`config.mk`:
```
export PLATFORM = sky130hd
export DESIGN_NAME = ils_slot_alloc
export DESIGN_NICKNAME = d
export VERILOG_FILES = /design/src/design/ils_pkg.sv /design/src/design/ils_slot_alloc.sv
export SDC_FILE = /design/constraint.sdc
export NUM_CORES = 2
export LEC_CHECK = 0
export BUFFER_PORTS_ARGS = -buffer_cell sky130_fd_sc_hd__clkbuf_2
export CORE_MARGIN = 1
export CORE_UTILIZATION = 65
export DETAILED_ROUTE_END_ITERATION = 10
export PLACE_DENSITY_LB_ADDON = 0.3
export SLEW_MARGIN = 40
export SYNTH_ARGS = -nofsm -noshare
export SYNTH_HDL_FRONTEND = slang
export SYNTH_SLANG_ARGS = --single-unit
```
`constraint.sdc`:
```
create_clock -name clk -period 10.4 [get_ports clk]
set_input_delay 0.52 -clock clk [delete_from_list [all_inputs] [get_ports clk]]
set_output_delay 0.52 -clock clk [all_outputs]
set_load 0.03 [all_outputs]
```
`src/design/ils_pkg.sv`:
```
// Shared types and constants for the indexed list store.
// Used by the channel interfaces, the slot allocator, the top level and
// the checker.
`timescale 1ns / 1ps

package ils_pkg;

    // Field widths of the request and response words
    localparam int KIND_W = 3;
    localparam int POS_W  = 9;
    localparam int VAL_W  = 32;
    localparam int LEN_W  = 9;

    // Read value for a miss or a request that is not a read
    localparam logic [VAL_W-1:0] NOT_FOUND = '1;

    // Request kinds
    typedef enum logic [KIND_W-1:0] {
        KIND_READ     = 3'd0,
        KIND_INS_HEAD = 3'd1,
        KIND_INS_TAIL = 3'd2,
        KIND_INS_POS  = 3'd3,
        KIND_DEL      = 3'd4
    } kind_t;

    // Internal operation once a request has been decoded
    typedef enum logic [2:0] {
        OP_READ,
        OP_INS_HEAD,
        OP_INS_TAIL,
        OP_INS_MID,
        OP_DEL
    } op_t;

    // Sequencer states
    typedef enum logic [2:0] {
        ST_IDLE,
        ST_ALLOC,
        ST_WALK,
        ST_WRITE_NEW,
        ST_WRITE_PREV,
        ST_DONE
    } state_t;

    // Commands from the sequencer to the slot allocator
    typedef struct packed {
        logic pop;
        logic push;
    } alloc_cmd_t;

endpackage

```
`src/design/ils_slot_alloc.sv`:
```
// Slot allocator: a stack of returned slots in RAM plus a fill count of
// fresh slots already handed out. Depends on ils_pkg for alloc_cmd_t.
`timescale 1ns / 1ps

module ils_slot_alloc #(
    parameter int CAPACITY = 256
) (
    input  logic                          clk,
    input  logic                          rst_n,
    input  ils_pkg::alloc_cmd_t           cmd,
    input  logic [$clog2(CAPACITY)-1:0]   push_slot,
    output logic [$clog2(CAPACITY)-1:0]   pop_slot
);
    import ils_pkg::*;

    localparam int SW = $clog2(CAPACITY);
    localparam int CW = $clog2(CAPACITY + 1);

    logic [SW-1:0] stack_mem [CAPACITY];
    logic [SW-1:0] stack_rd_reg;
    logic [SW-1:0] fresh_slot_reg;
    logic          from_stack_reg;
    logic [CW-1:0] sp_reg;
    logic [CW-1:0] sp_next;
    logic [CW-1:0] fresh_reg;
    logic [CW-1:0] fresh_next;
    logic [CW-1:0] sp_dec;
    logic          stack_empty;

    assign sp_dec      = sp_reg - CW'(1);
    assign stack_empty = (sp_reg == '0);

    // Pointer updates: pop takes a returned slot first, else a fresh one
    always_comb
    begin
        sp_next    = sp_reg;
        fresh_next = fresh_reg;
        if (cmd.pop)
        begin
            if (stack_empty)
            begin
                fresh_next = fresh_reg + CW'(1);
            end
            else
            begin
                sp_next = sp_dec;
            end
        end
        else if (cmd.push)
        begin
            sp_next = sp_reg + CW'(1);
        end
    end

    always_ff @(posedge clk or negedge rst_n)
    begin
        if (!rst_n)
        begin
            sp_reg    <= '0;
            fresh_reg <= '0;
        end
        else
        begin
            sp_reg    <= sp_next;
            fresh_reg <= fresh_next;
        end
    end

    // Stack RAM: push writes at the top, pop reads just below it
    always_ff @(posedge clk)
    begin
        if (cmd.push)
        begin
            stack_mem[sp_reg[SW-1:0]] <= push_slot;
        end
        if (cmd.pop && !stack_empty)
        begin
            stack_rd_reg <= stack_mem[sp_dec[SW-1:0]];
        end
    end

    // Popped slot is valid the cycle after the pop
    always_ff @(posedge clk)
    begin
        if (cmd.pop)
        begin
            from_stack_reg <= !stack_empty;
            fresh_slot_reg <= fresh_reg[SW-1:0];
        end
    end

    assign pop_slot = from_stack_reg ? stack_rd_reg : fresh_slot_reg;

endmodule

```
Yosys cells after proc, flatten, opt, wreduce, memory -nomap -nowiden
Memory sizes are Yosys's and may differ from the RTL's. A register that Yosys moved wholly into a read port is not among the register bits. Cells that the tools add are included.

Register bits after elaboration: 27. Memory bits (writable): 2048. Bits of input ports: 12. Output and inout port bits: 8. Memories: 1.

Memories: stack_mem (words 256, width 8, read ports 1, clocked after memory_dff 1, wr ports 1, line ils_slot_alloc.sv:19) `logic [SW-1:0] stack_mem [CAPACITY];`.

Add/sub/neg operators: 3. Eq/ne operators: 1. Muxes and demuxes: 6. Reduce and logical (&&, ||, !) cells: 6.

Operators with widths (number): 9-bit 2-to-1 mux (3); 9-bit by 1-bit adder with 9-bit output (second input constant) (2); 9-bit logical NOT (1); 9-bit by 1-bit subtractor with 9-bit output (second input constant) (1); 8-bit 2-to-1 mux (1); 2-bit AND reduction (2); 1-bit 2-to-1 mux (2); 2-bit != test (second input constant) (1); 2-bit nonzero test (1); 1-bit logical AND (1); 1-bit logical NOT (1).

Depth between registers and ports, before layout
Depth in word-level cells: 3. Mapped depth: 16.

Worst setup path after synthesis
OpenSTA, ideal clock, no wires.

Kind: flip-flop to flip-flop. Start: reg sp_reg[0]. End: reg stack_rd_reg[0] (read register of stack_mem), data pin. Arrival time: 3.722 ns. Setup slack: 6.406 ns. Stages on the path, launching flop included: 16. Period minus slack after synthesis: 3.994 ns. Cell sequence: dfrtp_1 > buf_2 > buf_2 > buf_2 > buf_2 > inv_1 > ha_1 > clkbuf_1 > clkbuf_1 > clkbuf_1 > clkbuf_1 > mux4_2 > a22oi_1 > a21oi_1 > nor3_1 > o221ai_1.

Cells in the longest elaborated chain, start to end: 3. Elaborated cells on any way between the ends: 4. Those cells by class: add/sub: 1; reduce/logical: 3.

RTL lines: start: declaration (line ils_slot_alloc.sv:23) `logic [CW-1:0] sp_reg;`; start signal: assignment (line ils_slot_alloc.sv:64) `sp_reg <= sp_next;`; branches (longest 3 deep; another with 9-bit by 1-bit subtractor with 9-bit output); end: declaration (line ils_slot_alloc.sv:20) `logic [SW-1:0] stack_rd_reg;`.

Parallel ways; which one is timed is not known. A chain may end at the register's enable or synchronous reset.

Worst setup path in the final report
Start: reg sp_reg[0]. End: reg stack_rd_reg[5] (read register of stack_mem), data pin.

The elaborated chain is that of the path after synthesis.

==> results.json <==
{
  "arrival_ns": 5.90,
  "n_antenna_cell": 0,
  "clk_pin_slew_worst_paths_ns": 0.06,
  "power_leakage_nw": 27.4,
  "end_kind": "flip-flop",
  "drt-vias-per-instance": 7.23,
  "place_area_um2": 82500,
  "cts_max_level": 4,
  "crit_path_max_incr_delay_ns": 0.71,
  "async_reset_ff_share_pct": 0.817,
  "reg2reg_slack_ns": 5.16,
  "num_vias": 40470,
  "synthSimpleGateAreaFrac_pct": 2.60,
  "layout.nets": 3822,
  "grt_max_degree": 154,
  "gp_congestion": 0.904,
  "synth.largest_area_cell": "edfxtp_1",
  "finalCriticalPeriod_ns": 5.24,
  "grt_pass1_vias": 40542,
  "drc": 0,
  "drt_pass1_iterations": 8,
  "seq_area_frac_synth_pct": 77.8,
  "syn_area_per_cell_um2": 21.5,
  "synth_area_um2": 80200,
  "final_area_um2": 89100,
  "grt_usage_pct": 32.1,
  "syn_to_final_growth_pct": 11.1,
  "synth_warnings": 0,
  "hold_viol": 0,
  "cts_buffers": 194,
  "power_density_nw_per_um2": 292,
  "wl_um": 198000,
  "cp-start-kind": "flip-flop",
  "final_common_cell": "edfxtp_1",
  "cp_slowest_cell": "a21oi_4",
  "finalClockSkew_ns": 0.0207,
  "crit_chain": "inv_1 -> ha_4 -> xor2_4 -> buf_4 -> a21oi_4 -> buf_4 -> buf_4 -> buf_12 -> a22oi_1 -> a21oi_1 -> nor3_1 -> o221ai_1",
  "port-buffer-count": 19,
  "totalNegativeSetupSlack_ns": 0,
  "synth_compound_area_share_pct": 3.25,
  "synthDistinctLibCells": 45,
  "worst-slew-pin-transition_ns": 0.969,
  "synth_nets": 3756,
  "synth_xor_area_share_pct": 0.228,
  "hp-class": "input port to asynchronous set/reset pin",
  "finalSetupViolations": 0,
  "antenna_left": 0,
  "synth_top_family_by_area": "multiplexers",
  "dpl.hpwl_um": 109000,
  "coreArea_um2": 122000,
  "dieArea_um2": 125000,
  "clock.fmax_mhz": 191,
  "layout_common_cells": "edfxtp_1, mux4_2, clkbuf_16, a22oi_1, nor2_1",
  "crit_top_cell": "buf_4",
  "num_rows": 128,
  "cts_sinks": 2082,
  "crit_type": "flip-flop to flip-flop",
  "drive_gt1_share_pct": 26.0,
  "cts_root_buf": "clkbuf_16",
  "peakVddDrop_mv": 0.384,
  "chipWidth_um": 353,
  "ys_ff_latch": 2082,
  "antenna_found_initial": 9,
  "synth_mux_area_share_pct": 14.8,
  "synth_edf_count": 2065,
  "critical_path_required_ns": 11.06,
  "cts_tree": "done",
  "maxSlewHeadroom_pct": 35.2,
  "crit_fanout": 41,
  "ioPinCount": 20,
  "grt_overflow": 0,
  "insertion_delay_ns": 0.85,
  "synth_fa_ha_area_share_pct": 0.0780,
  "dieHeight_um": 353,
  "synth_top_area_share_pct": 77.3,
  "clk_path_buf_depth": 3,
  "drtIter0Drc": 6656,
  "ys_top_cells_by_area": "edfxtp_1, mux4_2, a22oi_1",
  "routedWlPerCell_um": 35.3,
  "max_cap_violations": 0,
  "rsz0062_at_grt": "false",
  "start_util_pct": 65.7,
  "final_max_slew_viol_count": 0,
  "grt_pass1_wl_um": 285000,
  "finalCritPeriodShare_pct": 50.4,
  "largest_reg_flops": 2048,
  "yosys_most_used_dff": "edfxtp_1",
  "syn_inst": 3739,
  "outcome": "complete, no violations"
}
-- kinds of logic after synthesis --
family / Yosys count
AND/OR/NAND/NOR: 494
flip-flops: 2082
buffers and inverters: 232
XOR/XNOR: 20
multiplexers: 545
adder cells (fa/ha/maj): 5
AO/OA/AOI/OAI: 361
-- power by group --
group | total [mW] | leakage, nW | switching, mW | internal, mW
Clock | 7.15 | 3.10 | 3.15 | 4.00
Sequential | 9.51 | 18.8 | 0.132 | 9.38
Combinational | 9.41 | 5.47 | 5.76 | 3.64
-- area by class of cell --
cell class	count	area, µm²
Clock inverter	134	1310
Clock buffer	231	5060
Tap cell	1625	2030
Sequential cell	2082	62400
Multi-Input combinational cell	1425	17200
Timing Repair Buffer	97	1020
Fill cell	6474	32900
Inverter	5	18.8
-- synth_stat cells (3+ instances only) --
cell,number
nor3_1,31
nor4_1,3
mux2i_1,24
nand2b_1,3
a21oi_1,74
a31oi_1,3
ha_1,5
buf_2,75
inv_1,5
a32oi_1,16
xnor2_1,10
nand2_1,102
clkbuf_1,126
xor2_1,9
dfrtp_1,17
nor2b_1,8
buf_1,22
mux4_2,512
or3_1,16
o21ai_0,6
a22oi_1,192
nor2_1,278
nand3_1,35
o221ai_1,16
and3_1,3
edfxtp_1,2065
mux2_2,9
a22o_1,48
nand4_1,5
-- worst paths after layout --
path,startpoint,endpoint,depth (start not counted)
worst max register to register,sp_reg[0],stack_rd_reg[5],12
worst max-delay path,sp_reg[0],stack_rd_reg[5],12
worst min-delay path,rst_n,fresh_reg[5],2
min in group clk,push_slot[2],stack_mem[77][2],2
max in group asynchronous,rst_n,sp_reg[0],2
worst min register to register,fresh_reg[7],fresh_reg[7],1
-- metal layers --
layer	vias up	share of wire [%]	track usage (%)
met1	20881	35	44.7
li1	15847	-	-
met5	-	0.028	0
met2	3254	48	49.5
met3	478	12	7.85
met4	10	4.4	14.0
-- through the flow --
step	power, mW	utilization, %	std cells	hold slack, ns	setup slack, ns
after global placement	18.5	67.3	5221	0.457	4.72
after global routing	26.7	73.0	5599	0.228	5.03
final	26.1	73.0	5599	0.213	5.16
after CTS	25.9	72.8	5596	0.187	5.08
after detailed placement	18.7	67.6	5230	0.463	5.15
after floorplan	15.6	-	3739	0.224	6.41
-- what timing repair did --
action / 4_1_cts / 5_1_grt
hold endpoints to repair: 17 / 0
gates resized for setup: 0 / 0
hold buffers: 1 / 0
setup buffers: 0 / 0
-- worst max-delay path, delay by kind of cell, from the launching register on --
| family | cells | cell delay [ns] |
|---|---|---|
| and+or+nand+nor | 1 | 0.21 |
| adders and majority gates | 1 | 0.28 |
| AOI/OAI and AO/OA | 4 | 1.74 |
| DFF | 1 | 0.66 |
| xor gates and xnor gates | 1 | 0.20 |
| buffers and inverters | 5 | 1.85 |
Note: power is estimated with default switching activity, not from simulation.
